### config.mk
export PLATFORM = sky130hd
export DESIGN_NAME = mep_queue
export DESIGN_NICKNAME = d
export VERILOG_FILES = /design/src/rtl/mep_pkg.sv /design/src/rtl/mep_queue.sv
export SDC_FILE = /design/constraint.sdc
export NUM_CORES = 1
export LEC_CHECK = 0
export ABC_AREA = 1
export BUFFER_PORTS_ARGS = -buffer_cell sky130_fd_sc_hd__buf_2
export CAP_MARGIN = 0
export CORE_ASPECT_RATIO = 1.1
export CORE_MARGIN = 2
export CORE_UTILIZATION = 56
export DETAILED_ROUTE_END_ITERATION = 7
export PLACE_DENSITY = 0.86
export SYNTH_ARGS = -nofsm -noshare
export SYNTH_HDL_FRONTEND = slang
export SYNTH_SLANG_ARGS = --single-unit
### constraint.sdc
create_clock -name clk -period 11.25 [get_ports clk]
set_input_delay 0 -clock clk [delete_from_list [all_inputs] [get_ports clk]]
set_output_delay 0 -clock clk [all_outputs]
set_load 0.05 [all_outputs]
### src/rtl/mep_pkg.sv
// Shared types, constants and helper functions for the Mandelbrot escape-time pixel core.
`timescale 1ns / 1ps

package mep_pkg;

    // Fixed-point format of every coordinate: signed Q4.FRAC_BITS.
    localparam int FRAC_BITS = 28;
    localparam int MAX_DIM   = 4096;

    localparam int QW     = FRAC_BITS + 4;
    localparam int PROD_W = 2 * QW;
    localparam int SQ_W   = PROD_W - 1 - FRAC_BITS;   // truncated square, never negative
    localparam int XW     = PROD_W - FRAC_BITS;       // floored cross product, signed
    localparam int SAT_W  = FRAC_BITS + 10;           // sums ahead of saturation
    localparam int ESC_W  = SQ_W + 1;                 // |z|^2 for the escape test

    // Field and register widths.
    localparam int COORD_W    = 12;
    localparam int DIM_REG_W  = 13;
    localparam int LIMIT_W    = 16;
    localparam int INT_W      = 8;
    localparam int CFG_W      = 16;
    localparam int CFG_ADDR_W = 2;

    // Coordinate divider.
    localparam int DIM_W       = $clog2(MAX_DIM + 1);
    localparam int NUM_W       = COORD_W + 5;            // 23 * row fits here
    localparam int DEN_W       = $clog2(10 * MAX_DIM + 1);
    localparam int QUO_W       = FRAC_BITS + 5;
    localparam int DIV_STEPS   = NUM_W + FRAC_BITS;
    localparam int DIV_CNT_W   = $clog2(DIV_STEPS);

    // Intensity scaling.
    localparam int PRD_W         = LIMIT_W + INT_W;
    localparam int INTENSITY_MAX = 172;
    localparam int SCALE_CNT_W   = $clog2(INT_W);

    // Queue between the mapping front end and the iteration back end.
    localparam int QDEPTH  = 2;
    localparam int QPTR_W  = $clog2(QDEPTH);
    localparam int QCNT_W  = $clog2(QDEPTH + 1);

    // Register reset values.
    localparam logic [DIM_REG_W-1:0] WIDTH_RESET  = DIM_REG_W'(640);
    localparam logic [DIM_REG_W-1:0] HEIGHT_RESET = DIM_REG_W'(480);
    localparam logic [LIMIT_W-1:0]   LIMIT_RESET  = LIMIT_W'(256);

    // Fixed-point constants.
    localparam logic signed [QW-1:0] Q_MAX = {1'b0, {(QW - 1){1'b1}}};
    localparam logic signed [QW-1:0] Q_MIN = {1'b1, {(QW - 1){1'b0}}};
    localparam logic signed [SAT_W-1:0] SAT_HI = {{(SAT_W - QW + 1){1'b0}}, {(QW - 1){1'b1}}};
    localparam logic signed [SAT_W-1:0] SAT_LO = {{(SAT_W - QW + 1){1'b1}}, {(QW - 1){1'b0}}};
    localparam logic signed [SAT_W-1:0] TWO_HALF = SAT_W'(5) << (FRAC_BITS - 1);
    localparam logic signed [SAT_W-1:0] C_115 = (SAT_W'(23) << FRAC_BITS) / SAT_W'(20);
    localparam logic [ESC_W-1:0] ESC_FOUR = ESC_W'(4) << FRAC_BITS;

    typedef enum logic [CFG_ADDR_W-1:0] {
        REG_FRAME_WIDTH  = 0,
        REG_FRAME_HEIGHT = 1,
        REG_ITER_LIMIT   = 2
    } cfg_reg_t;

    typedef enum logic [1:0] {
        FR_IDLE,
        FR_DIV,
        FR_PUSH
    } fr_state_t;

    typedef enum logic [1:0] {
        BK_IDLE,
        BK_ITER,
        BK_MUL,
        BK_SCALE
    } bk_state_t;

    typedef struct packed {
        logic signed [QW-1:0] cr;
        logic signed [QW-1:0] ci;
    } cpoint_t;

    typedef struct packed {
        logic             valid;
        logic             ovf;
        logic [QUO_W-1:0] quot;
    } div_res_t;

    typedef struct packed {
        logic empty;
        logic full;
    } q_stat_t;

    // A zero dimension counts as one; anything above MAX_DIM counts as MAX_DIM.
    function automatic logic [DIM_W-1:0] clamp_dim(input logic [DIM_REG_W-1:0] v);
        logic [DIM_W-1:0] r;
        if (v == '0)
        begin
            r = DIM_W'(1);
        end
        else if (int'(v) > MAX_DIM)
        begin
            r = DIM_W'(MAX_DIM);
        end
        else
        begin
            r = DIM_W'(v);
        end
        return r;
    endfunction

    // Clip a wide signed value into the Q4 range.
    function automatic logic signed [QW-1:0] sat_q(input logic signed [SAT_W-1:0] v);
        logic signed [QW-1:0] r;
        if (v > SAT_HI)
        begin
            r = Q_MAX;
        end
        else if (v < SAT_LO)
        begin
            r = Q_MIN;
        end
        else
        begin
            r = v[QW-1:0];
        end
        return r;
    endfunction

endpackage

### src/rtl/mep_queue.sv
// Two-entry queue that carries mapped points from the front end to the back end.
`timescale 1ns / 1ps

module mep_queue (
    input  logic              clk,
    input  logic              rst_n,
    input  logic              push,
    input  mep_pkg::cpoint_t  wr_data,
    input  logic              pop,
    output mep_pkg::cpoint_t  rd_data,
    output mep_pkg::q_stat_t  stat
);
    import mep_pkg::*;

    cpoint_t           mem [QDEPTH];
    logic [QPTR_W-1:0] wr_ptr_reg;
    logic [QPTR_W-1:0] rd_ptr_reg;
    logic [QCNT_W-1:0] cnt_reg;

    // The depth is a power of two, so the pointers wrap on their own.
    always_ff @(posedge clk or negedge rst_n)
    begin
        if (!rst_n)
        begin
            wr_ptr_reg <= '0;
            rd_ptr_reg <= '0;
            cnt_reg    <= '0;
        end
        else
        begin
            if (push)
            begin
                wr_ptr_reg <= wr_ptr_reg + QPTR_W'(1);
            end
            if (pop)
            begin
                rd_ptr_reg <= rd_ptr_reg + QPTR_W'(1);
            end
            cnt_reg <= cnt_reg + QCNT_W'(push) - QCNT_W'(pop);
        end
    end

    always_ff @(posedge clk)
    begin
        if (push)
        begin
            mem[wr_ptr_reg] <= wr_data;
        end
    end

    always_comb
    begin
        rd_data    = mem[rd_ptr_reg];
        stat.empty = (cnt_reg == '0);
        stat.full  = (cnt_reg == QCNT_W'(QDEPTH));
    end

endmodule

==> flow_summary.yaml <==
outcome:
  status: "completed"
clocking:
  numClockSinks: 132
  htree_levels: 4
  clock_path_buffers: 2
  cts_root_buffer: "clkbuf_8"
  cts_buffers: 17
  cts_setup_buffers: 0
  cts_tree: "done"
  hold_buffers: 68
  clk_latency_ns: 0.50
  path_clk_slew_ns: 0.06
  cts_resized: 0
synthesis:
  synth_fp_nets: 429
  synth_fa_ha_area_frac: 0.00501
  synth_top_family_by_area: "buffers and inverters"
  yosysSeqAreaShare: 0.790
  synth_xor_area_frac: 0.00351
  yosysTopAreaCellShare: 0.770
  ys_ff_latch: 132
  netlist_area_um2: 4990
  synth_warnings: 0
  synthMuxAreaShare: 0
  netlist_top_cells_area: "edfxtp_1 77%, inv_1 5.3%, nand2_1 5.3%"
  avgSynthCellArea_um2: 13.9
  synth_largest_area_cell: "edfxtp_1"
  yosys.area_share.simple: 0.0559
  syn_inst: 359
  synth_compound_area_frac: 0.0641
  synth.distinct_cells: 13
floorplanning:
  die_w_um: 94.0
  ios: 134
  coreArea_um2: 8780
  rows: 36
  die-area_um2: 9690
  dieHeight_um: 103
  start_util: 0.569
place:
  dp.cells: 594
  port_buffers: 133
  dp_hpwl_um: 5350
  gp_congestion: 0.695
worst_setup_path:
  slowest_delay_ns: 1.12
  cp_cell_sequence: "nand2_1, o21ai_0, buf_2"
  path_class: "flip-flop to output port"
  path_max_fanout: 129
  required_ns: 11.25
  endpoint_kind: "output port"
  cp-start-kind: "flip-flop"
  critPathTopFamily: "flip-flops"
  critPathBufInv: 1
  critPathArrivalTime_ns: 2.36
  crit_slowest_cell: "dfrtp_4"
routing:
  drt_iter0_drc: 179
  num_vias: 3332
  dr.pass1.iters: 4
  antenna_left: 0
  drc: 0
  via_per_inst: 4.81
  wl_per_cell_um: 14.6
  wl_um: 10100
layout:
  final-instance-count-excl-fill: 693
  fillCellCount: 485
  largest_register_ffs: 128
  areaGrowthSynthToFinish_pct: 39.5
  finalNetCount: 637
  drive_gt1_frac: 0.290
  num_antenna_cells: 0
timing:
  clock_skew_ns: 0.00776
  setup_tns_ns: 0
  max_clock_freq_ghz: 0.423
  finalSetupViolations: 0
  period_needed_ns: 2.36
  final_max_slew_viol_count: 0
  period_share: 0.210
  maxSlewHeadroom: 0.262
  rsz0062_at_grt: "no"
  finalHoldViolations: 0
  worst_pin_slew_ns: 1.11
grt:
  grt.total_usage: 0.214
  overflow: 0
  antenna_found_initial: 0
  grt_pass1_wl_um: 15100
  grt_pass1_vias: 3392
  grt_max_degree: 130
hold_path:
  min_path_type: "primary input to flip-flop"
power_and_ir_drop:
  irDropWorstVdd_uv: 222
  p_leak_nw: 3.02
  power_density_nw_per_um2: 295
  power_mw: 2.06
flow_run:
  cap_violations: 0
[worst reg2reg max path: cells and delay by family (launching register included)]
| kind | cells | cell delay [ns] |
|---|---|---|
| flip-flops | 1 | 0.42 |
| AND/OR/NAND/NOR | 1 | 0.70 |
| buffers and inverters | 1 | 0.56 |
[final timing paths]
check,to,slack (ns),startpoint,cells after the start
worst min-delay path,mem[0][3]$_DFFE_PP_,0.22,wr_data[3],2
worst max register to register,mem[0][12]$_DFFE_PP_,9.20,wr_ptr_reg$_DFFE_PN0P_,2
worst min register to register,wr_ptr_reg$_DFFE_PN0P_,0.54,wr_ptr_reg$_DFFE_PN0P_,1
max in group asynchronous,rd_ptr_reg$_DFFE_PN0P_,10.62,rst_n,3
min in group asynchronous,rd_ptr_reg$_DFFE_PN0P_,0.43,rst_n,3
worst max-delay path,rd_data[33],8.89,rd_ptr_reg$_DFFE_PN0P_,3
[power breakdown]
| group | internal (mW) | switching, mW |
|---|---|---|
| registers | 0.654 | 0.0821 |
| logic | 0.162 | 0.611 |
| clock network | 0.358 | 0.192 |
| total | 1.17 | 0.885 |
[logic make-up after synthesis]
family          Yosys count
compound gates           64
buf+inv                  85
fa+ha+maj                 2
simple gates             74
xor+xnor                  2
flops                   132
[metrics by stage]
step	setup slack (ns)	util	area, µm²	hold WS, ns
floorplan	7.68	-	4990	-0.296
global placement	9.19	0.647	5690	-0.192
detailed placement	9.16	0.647	5690	-0.188
CTS	8.93	0.793	6970	0.196
global route	8.73	0.793	6970	0.220
finish	8.89	0.793	6970	0.224
[cell type report]
type                       instances  area (µm²)  share of cell area
sequential                       132        3950               0.566
timing repair buffer             203        1360               0.195
multi-input combinational        142         649              0.0932
clock buffer                      18         418              0.0600
inverter                          71         267              0.0382
clock inverter                    13         184              0.0264
tap                              114         143              0.0205
[cell usage in the layout (no fill, tap or decap)]
master	n
bufinv_16	4
inv_1	70
nor2_1	2
o21ai_0	48
clkbuf_8	1
nor2_4	1
clkbuf_1	1
buf_2	133
clkinv_2	3
nand2_1	70
xor2_1	2
ha_1	2
inv_2	1
nand3_1	1
dlygate4sd3_1	68
dfrtp_1	3
clkbuf_16	16
clkinvlp_4	3
clkinv_4	2
inv_6	1
edfxtp_1	128
buf_4	2
dfrtp_4	1
o21ai_1	16
[layer usage]
| metal | up-vias | share of wire | track usage |
|---|---|---|---|
| li1 | 1622 | - | - |
| met1 | 1556 | 0.37 | 0.214 |
| met2 | 124 | 0.55 | 0.403 |
| met3 | 30 | 0.049 | 0.0526 |
| met4 | 0 | 0.029 | 0.119 |
| met5 | - | 0 | 0 |
[synth_stat cells (all sizes together)]
cell type    n
nand3        1
edfxtp     128
xor2         2
clkbuf       1
dfrtp        4
inv         71
ha           2
nand2       70
nor2         3
buf         13
o21ai       64
Note: power is estimated with default switching activity, not from simulation.
