$ cat src/rtl/mep_pkg.sv
// Shared types, constants and helper functions for the Mandelbrot escape-time pixel core.
`timescale 1ns / 1ps

package mep_pkg;

    // Fixed-point format of every coordinate: signed Q4.FRAC_BITS.
    localparam int FRAC_BITS = 28;
    localparam int MAX_DIM   = 4096;

    localparam int QW     = FRAC_BITS + 4;
    localparam int PROD_W = 2 * QW;
    localparam int SQ_W   = PROD_W - 1 - FRAC_BITS;   // truncated square, never negative
    localparam int XW     = PROD_W - FRAC_BITS;       // floored cross product, signed
    localparam int SAT_W  = FRAC_BITS + 10;           // sums ahead of saturation
    localparam int ESC_W  = SQ_W + 1;                 // |z|^2 for the escape test

    // Field and register widths.
    localparam int COORD_W    = 12;
    localparam int DIM_REG_W  = 13;
    localparam int LIMIT_W    = 16;
    localparam int INT_W      = 8;
    localparam int CFG_W      = 16;
    localparam int CFG_ADDR_W = 2;

    // Coordinate divider.
    localparam int DIM_W       = $clog2(MAX_DIM + 1);
    localparam int NUM_W       = COORD_W + 5;            // 23 * row fits here
    localparam int DEN_W       = $clog2(10 * MAX_DIM + 1);
    localparam int QUO_W       = FRAC_BITS + 5;
    localparam int DIV_STEPS   = NUM_W + FRAC_BITS;
    localparam int DIV_CNT_W   = $clog2(DIV_STEPS);

    // Intensity scaling.
    localparam int PRD_W         = LIMIT_W + INT_W;
    localparam int INTENSITY_MAX = 172;
    localparam int SCALE_CNT_W   = $clog2(INT_W);

    // Queue between the mapping front end and the iteration back end.
    localparam int QDEPTH  = 2;
    localparam int QPTR_W  = $clog2(QDEPTH);
    localparam int QCNT_W  = $clog2(QDEPTH + 1);

    // Register reset values.
    localparam logic [DIM_REG_W-1:0] WIDTH_RESET  = DIM_REG_W'(640);
    localparam logic [DIM_REG_W-1:0] HEIGHT_RESET = DIM_REG_W'(480);
    localparam logic [LIMIT_W-1:0]   LIMIT_RESET  = LIMIT_W'(256);

    // Fixed-point constants.
    localparam logic signed [QW-1:0] Q_MAX = {1'b0, {(QW - 1){1'b1}}};
    localparam logic signed [QW-1:0] Q_MIN = {1'b1, {(QW - 1){1'b0}}};
    localparam logic signed [SAT_W-1:0] SAT_HI = {{(SAT_W - QW + 1){1'b0}}, {(QW - 1){1'b1}}};
    localparam logic signed [SAT_W-1:0] SAT_LO = {{(SAT_W - QW + 1){1'b1}}, {(QW - 1){1'b0}}};
    localparam logic signed [SAT_W-1:0] TWO_HALF = SAT_W'(5) << (FRAC_BITS - 1);
    localparam logic signed [SAT_W-1:0] C_115 = (SAT_W'(23) << FRAC_BITS) / SAT_W'(20);
    localparam logic [ESC_W-1:0] ESC_FOUR = ESC_W'(4) << FRAC_BITS;

    typedef enum logic [CFG_ADDR_W-1:0] {
        REG_FRAME_WIDTH  = 0,
        REG_FRAME_HEIGHT = 1,
        REG_ITER_LIMIT   = 2
    } cfg_reg_t;

    typedef enum logic [1:0] {
        FR_IDLE,
        FR_DIV,
        FR_PUSH
    } fr_state_t;

    typedef enum logic [1:0] {
        BK_IDLE,
        BK_ITER,
        BK_MUL,
        BK_SCALE
    } bk_state_t;

    typedef struct packed {
        logic signed [QW-1:0] cr;
        logic signed [QW-1:0] ci;
    } cpoint_t;

    typedef struct packed {
        logic             valid;
        logic             ovf;
        logic [QUO_W-1:0] quot;
    } div_res_t;

    typedef struct packed {
        logic empty;
        logic full;
    } q_stat_t;

    // A zero dimension counts as one; anything above MAX_DIM counts as MAX_DIM.
    function automatic logic [DIM_W-1:0] clamp_dim(input logic [DIM_REG_W-1:0] v);
        logic [DIM_W-1:0] r;
        if (v == '0)
        begin
            r = DIM_W'(1);
        end
        else if (int'(v) > MAX_DIM)
        begin
            r = DIM_W'(MAX_DIM);
        end
        else
        begin
            r = DIM_W'(v);
        end
        return r;
    endfunction

    // Clip a wide signed value into the Q4 range.
    function automatic logic signed [QW-1:0] sat_q(input logic signed [SAT_W-1:0] v);
        logic signed [QW-1:0] r;
        if (v > SAT_HI)
        begin
            r = Q_MAX;
        end
        else if (v < SAT_LO)
        begin
            r = Q_MIN;
        end
        else
        begin
            r = v[QW-1:0];
        end
        return r;
    endfunction

endpackage

$ cat src/rtl/mep_div.sv
// Bit-serial restoring divider that forms floor(numer * 2^FRAC_BITS / denom).
`timescale 1ns / 1ps

module mep_div (
    input  logic                        clk,
    input  logic                        rst_n,
    input  logic                        start,
    input  logic [mep_pkg::NUM_W-1:0]   numer,
    input  logic [mep_pkg::DEN_W-1:0]   denom,
    output mep_pkg::div_res_t           res
);
    import mep_pkg::*;

    logic                 run_reg;
    logic                 valid_reg;
    logic [DIV_CNT_W-1:0] cnt_reg;
    logic [NUM_W-1:0]     dvd_reg;
    logic [DEN_W-1:0]     den_reg;
    logic [DEN_W-1:0]     rem_reg;
    logic [QUO_W-1:0]     quo_reg;
    logic                 ovf_reg;

    logic [DEN_W:0]       rem_sh;
    logic [DEN_W:0]       rem_diff;
    logic                 ge;

    always_comb
    begin
        rem_sh   = {rem_reg, dvd_reg[NUM_W-1]};
        rem_diff = rem_sh - {1'b0, den_reg};
        ge       = (rem_sh >= {1'b0, den_reg});
    end

    always_ff @(posedge clk or negedge rst_n)
    begin
        if (!rst_n)
        begin
            run_reg   <= 1'b0;
            valid_reg <= 1'b0;
            cnt_reg   <= '0;
        end
        else
        begin
            valid_reg <= 1'b0;
            if (start)
            begin
                run_reg <= 1'b1;
                cnt_reg <= '0;
            end
            else if (run_reg)
            begin
                cnt_reg <= cnt_reg + DIV_CNT_W'(1);
                if (cnt_reg == DIV_CNT_W'(DIV_STEPS - 1))
                begin
                    run_reg   <= 1'b0;
                    valid_reg <= 1'b1;
                end
            end
        end
    end

    // The quotient register keeps the low bits; a one pushed out of the top marks overflow.
    always_ff @(posedge clk)
    begin
        if (start)
        begin
            dvd_reg <= numer;
            den_reg <= denom;
            rem_reg <= '0;
            quo_reg <= '0;
            ovf_reg <= 1'b0;
        end
        else if (run_reg)
        begin
            dvd_reg <= {dvd_reg[NUM_W-2:0], 1'b0};
            rem_reg <= ge ? rem_diff[DEN_W-1:0] : rem_sh[DEN_W-1:0];
            quo_reg <= {quo_reg[QUO_W-2:0], ge};
            ovf_reg <= ovf_reg | quo_reg[QUO_W-1];
        end
    end

    always_comb
    begin
        res.valid = valid_reg;
        res.ovf   = ovf_reg;
        res.quot  = quo_reg;
    end

endmodule

$ cat src/rtl/mep_front.sv
// Front end: accepts a pixel item and maps it to the complex point c.
`timescale 1ns / 1ps

module mep_front (
    input  logic                            clk,
    input  logic                            rst_n,
    input  logic                            start,
    input  logic [mep_pkg::COORD_W-1:0]     column,
    input  logic [mep_pkg::COORD_W-1:0]     row,
    input  logic [mep_pkg::DIM_REG_W-1:0]   frame_width,
    input  logic [mep_pkg::DIM_REG_W-1:0]   frame_height,
    input  mep_pkg::q_stat_t                q_stat,
    output logic                            busy,
    output logic                            push,
    output mep_pkg::cpoint_t                point
);
    import mep_pkg::*;

    fr_state_t state_reg;
    fr_state_t state_next;

    logic             div_start;
    logic [NUM_W-1:0] n_re;
    logic [NUM_W-1:0] n_im;
    logic [DEN_W-1:0] d_re;
    logic [DEN_W-1:0] d_im;
    div_res_t         res_re;
    div_res_t         res_im;

    logic signed [SAT_W-1:0] cr_wide;
    logic signed [SAT_W-1:0] ci_wide;

    // Real part: 3*column / width.  Imaginary part: 23*row / (10*height).
    always_comb
    begin
        n_re = NUM_W'(column) + NUM_W'({column, 1'b0});
        n_im = NUM_W'(row) * NUM_W'(23);
        d_re = DEN_W'(clamp_dim(frame_width));
        d_im = DEN_W'(clamp_dim(frame_height)) * DEN_W'(10);
    end

    mep_div u_div_re (
        .clk   (clk),
        .rst_n (rst_n),
        .start (div_start),
        .numer (n_re),
        .denom (d_re),
        .res   (res_re)
    );

    mep_div u_div_im (
        .clk   (clk),
        .rst_n (rst_n),
        .start (div_start),
        .numer (n_im),
        .denom (d_im),
        .res   (res_im)
    );

    always_ff @(posedge clk or negedge rst_n)
    begin
        if (!rst_n)
        begin
            state_reg <= FR_IDLE;
        end
        else
        begin
            state_reg <= state_next;
        end
    end

    always_comb
    begin
        state_next = state_reg;
        case (state_reg)
            FR_IDLE:
            begin
                if (start)
                begin
                    state_next = FR_DIV;
                end
            end
            FR_DIV:
            begin
                if (res_re.valid && res_im.valid)
                begin
                    state_next = FR_PUSH;
                end
            end
            FR_PUSH:
            begin
                if (!q_stat.full)
                begin
                    state_next = FR_IDLE;
                end
            end
            default:
            begin
                state_next = FR_IDLE;
            end
        endcase
    end

    always_comb
    begin
        busy      = (state_reg != FR_IDLE);
        div_start = (state_reg == FR_IDLE) && start;
        push      = (state_reg == FR_PUSH) && !q_stat.full;
    end

    // The quotients hold after the divide, so c is formed straight from them.
    // An integer part past the quotient register saturates in any case.
    always_comb
    begin
        cr_wide  = SAT_W'(res_re.quot) - TWO_HALF;
        ci_wide  = SAT_W'(res_im.quot) - C_115;
        point.cr = res_re.ovf ? Q_MAX : sat_q(cr_wide);
        point.ci = res_im.ovf ? Q_MAX : sat_q(ci_wide);
    end

endmodule

$ cat config.mk
export PLATFORM = sky130hd
export DESIGN_NAME = mep_front
export DESIGN_NICKNAME = d
export VERILOG_FILES = /design/src/rtl/mep_pkg.sv /design/src/rtl/mep_div.sv /design/src/rtl/mep_front.sv
export SDC_FILE = /design/constraint.sdc
export NUM_CORES = 1
export LEC_CHECK = 0
export BUFFER_PORTS_ARGS = -buffer_cell sky130_fd_sc_hd__buf_2
export CAP_MARGIN = 10
export CORE_AREA = 4 4 153 155
export DETAILED_ROUTE_END_ITERATION = 6
export DIE_AREA = 0 0 157 159
export PLACE_DENSITY = 0.77
export SLEW_MARGIN = 20
export SYNTH_ARGS = -nofsm -noshare
export SYNTH_HDL_FRONTEND = slang
export SYNTH_SLANG_ARGS = --single-unit
$ cat constraint.sdc
create_clock -name clk -period 2.5 [get_ports clk]
set_clock_uncertainty 0.05 [all_clocks]
set_input_delay 0.125 -clock clk [delete_from_list [all_inputs] [get_ports clk]]
set_output_delay 0.125 -clock clk [all_outputs]
set_load 0.02 [all_outputs]
==> impl_metrics.py <==
metrics = {
    "placement": {
        "preCtsSetupSlack_ns": -1.24,
        "portBuffers": 119,
        "place_congestion": 0.858,
        "dp_hpwl_mm": 18.6,
    },
    "power": {
        "p_leak_nw": 7.55,
        "p_per_area_mw_per_mm2": 1060,
        "irDropWorstVdd_v": 0.000662,
    },
    "route": {
        "wl_per_cell_um": 15.1,
        "drc": 0,
        "routed-via-count": 10400,
        "first_iter_violations": 610,
        "first_pass_iters": 5,
        "routed_wl_mm": 28.7,
        "vias_per_cell": 5.46,
        "route.antenna.remaining_nets": 0,
    },
    "timing": {
        "period_needed_ns": 3.37,
        "tightest_slew_ns": 0.640,
        "period_share_pct": 135,
        "finalSetupViolations": 54,
        "layout_setup_ws_ns": -0.865,
        "hold_violations": 0,
        "max_freq_ghz": 0.297,
        "slew_violations": 0,
        "rsz0062_at_grt": "true",
        "slew_headroom_pct": 57.3,
        "fin_hold_ws_ns": 0.00832,
    },
    "worst_setup_path": {
        "path_class": "in2reg",
        "cp.arrival_ns": 3.47,
        "crit_required_ns": 2.61,
        "critical_path.max_stage_delay_ns": 0.56,
        "cp_top_family": "adder cells",
        "startpoint_type": "primary input",
        "path_cells": "buf_8 > ha_4 > inv_2 > fa_1 > inv_1 > fa_1 > ha_4 > nand3_2 > o211ai_1 > o41ai_2 > o21ai_1 > or4_1 > a31oi_1 > xor2_1 > o21ai_1",
        "critical_path_buf_inv_count": 3,
        "crit_path_max_fanout": 4,
        "cp-end-kind": "flip-flop",
        "cp_slowest_cell": "fa_1",
    },
    "floorplan": {
        "coreArea_mm2": 0.0218,
        "die_w_um": 157,
        "start_util_pct": 54.9,
        "die_y_um": 159,
        "ioPinCount": 121,
        "dieArea_mm2": 0.0250,
        "fp-row-count": 54,
    },
    "grt": {
        "met3_usage_pct": 3.10,
        "grt_remaining_overflow": 0,
        "use_met2_pct": 38.7,
        "grt_pass1_vias": 10100,
        "grt_usage_pct": 22.0,
        "antenna_found_initial": 0,
        "globalRouteMet1Util_pct": 28.5,
        "grt_pass1_wl_mm": 46.8,
        "grt_max_degree": 135,
        "grt-busiest-layer": "met2",
    },
    "clocking": {
        "cts-buffers-inserted": 17,
        "cts_tree": "yes",
        "root_buffer": "clkbuf_16",
        "clk_latency_ns": 0.43,
        "cts_buffer_depth": 2,
        "cts_num_sinks": 180,
        "htreeDepth": 4,
        "clk_pin_slew_ns": 0.07,
    },
    "synth": {
        "yosysTopAreaCell": "dfxtp_1",
        "synth_edf_count": 62,
        "syn-instance-count": 1308,
        "ys_seq_area_share_pct": 36.0,
        "netlist.area_leader.share_pct": 16.7,
        "avgSynthCellArea_um2": 9.15,
        "synth_area_leaders": "dfxtp_1 (17%), edfxtp_1 (16%), ha_1 (11%)",
        "ys_ff_latch": 180,
        "synthTopCellsByCount": "nor2_1 (142), inv_1 (116), ha_1 (102)",
        "synth_nets": 1487,
        "synth_most_common_cell": "nor2_1",
        "synth_flop_cell": "dfxtp_1",
        "synth_cell_type_count": 69,
        "yosysWarningCount": 0,
        "synth_area_mm2": 0.0120,
        "synth-async-reset-ratio_pct": 10.0,
    },
    "cells_and_area": {
        "final_util_pct": 75.0,
        "final_nets": 1792,
        "drive_above_1_share_pct": 30.7,
        "area_growth_pct": 36.6,
        "diodes": 0,
    },
    "run": {
        "max_cap_viol_count": 0,
    },
    "min_path": {
        "hold_class": "in2reg",
    },
    "outcome": {
        "outcome": "finished with violations",
        "violations": "setup timing",
    },
}
## metrics by stage
step                      total power, mW  std cells  TNS [ns]  cell area, um^2
final                                17.4       1906    -21.91            16400
after global routing                 18.7       1906    -31.00            16400
after CTS                            16.7       1893    -20.02            15900
after detailed placement             13.5       1819    -19.73            14400
after global placement               13.1       1819    -14.79            14400
after floorplan                      10.9       1308     -8.75            12400
## logic make-up (layout without fill, tap and decap cells)
group,after synthesis,count (layout),synth area share [%]
multiplexers,89,89,7.44
XOR/XNOR,77,77,5.63
AO/OA/AOI/OAI,282,282,15.7
buffers and inverters,173,491,5.71
adder cells (fa/ha/maj),124,124,14.3
flip-flops,180,180,36.0
AND/OR/NAND/NOR,383,383,15.2
## report_power, final
part | internal [mW] | leakage, nW | switching, mW | total, mW
Sequential | 4.40 | 1.66 | 0.993 | 5.39
Clock | 1.42 | 0.281 | 1.25 | 2.67
Combinational | 4.67 | 5.61 | 4.68 | 9.35
## routing by layer
| metal | vias to the layer above | part of all wire (%) | wire length, um |
|---|---|---|---|
| met5 | - | 0 | 0 |
| met4 | 0 | 1.4 | 393 |
| met3 | 35 | 3.1 | 893 |
| met2 | 205 | 52 | 14800 |
| met1 | 4969 | 44 | 12600 |
| li1 | 5202 | - | - |
## worst paths after layout
path	end	slack, ns	from	cells past startpoint
hold / removal	u_div_re.den_reg[9]	0.008	frame_width[9]	2
min in group asynchronous	u_div_im.cnt_reg[3]	0.17	rst_n	2
max in group asynchronous	u_div_im.run_reg	1.92	rst_n	2
setup / recovery	u_div_im.dvd_reg[16]	-0.87	row[2]	15
hold reg to reg	u_div_re.ovf_reg	0.42	u_div_re.ovf_reg	2
setup reg to reg	u_div_im.rem_reg[13]	-0.13	u_div_im.rem_reg[0]	12
## cell usage in the layout (no fill, tap or decap), types with 10 or more instances in the layout
master,netlist,final
buf_4,2,180
nor2_1,142,139
inv_1,116,110
dfxtp_1,100,90
ha_1,102,88
mux2i_1,89,86
buf_2,2,82
nand2_1,84,74
edfxtp_1,62,62
o21ai_0,82,53
buf_6,3,48
a21o_1,46,46
xnor2_1,43,42
a21oi_1,47,42
xor2_1,34,33
nor2b_1,36,31
clkbuf_16,0,20
nor3_1,22,19
fa_1,22,19
nand2b_1,16,16
nand3_1,23,16
a211oi_1,20,16
o21ai_4,0,16
dfrtp_1,18,16
dlygate4sd3_1,0,13
o211ai_1,12,12
ha_4,0,12
a31oi_1,12,10
o21a_1,10,10
## layout make-up
class / count / area, um^2
clock inverters: 15 / 164
well taps: 280 / 350
clock buffers: 17 / 425
fillers: 1412 / 5470
flip-flops and latches: 180 / 4340
multi-input cells: 955 / 7840
inverters: 117 / 444
repair buffers: 342 / 2790
## repair_timing
action,CTS,global route
gates cloned,2,2
pin swaps,47,55
endpoints found under the hold margin,31,0
gates resized for setup,127,73
setup buffers,28,13
hold buffers,14,0
setup endpoints to repair,102,110
(Power assumes the default switching activity.)
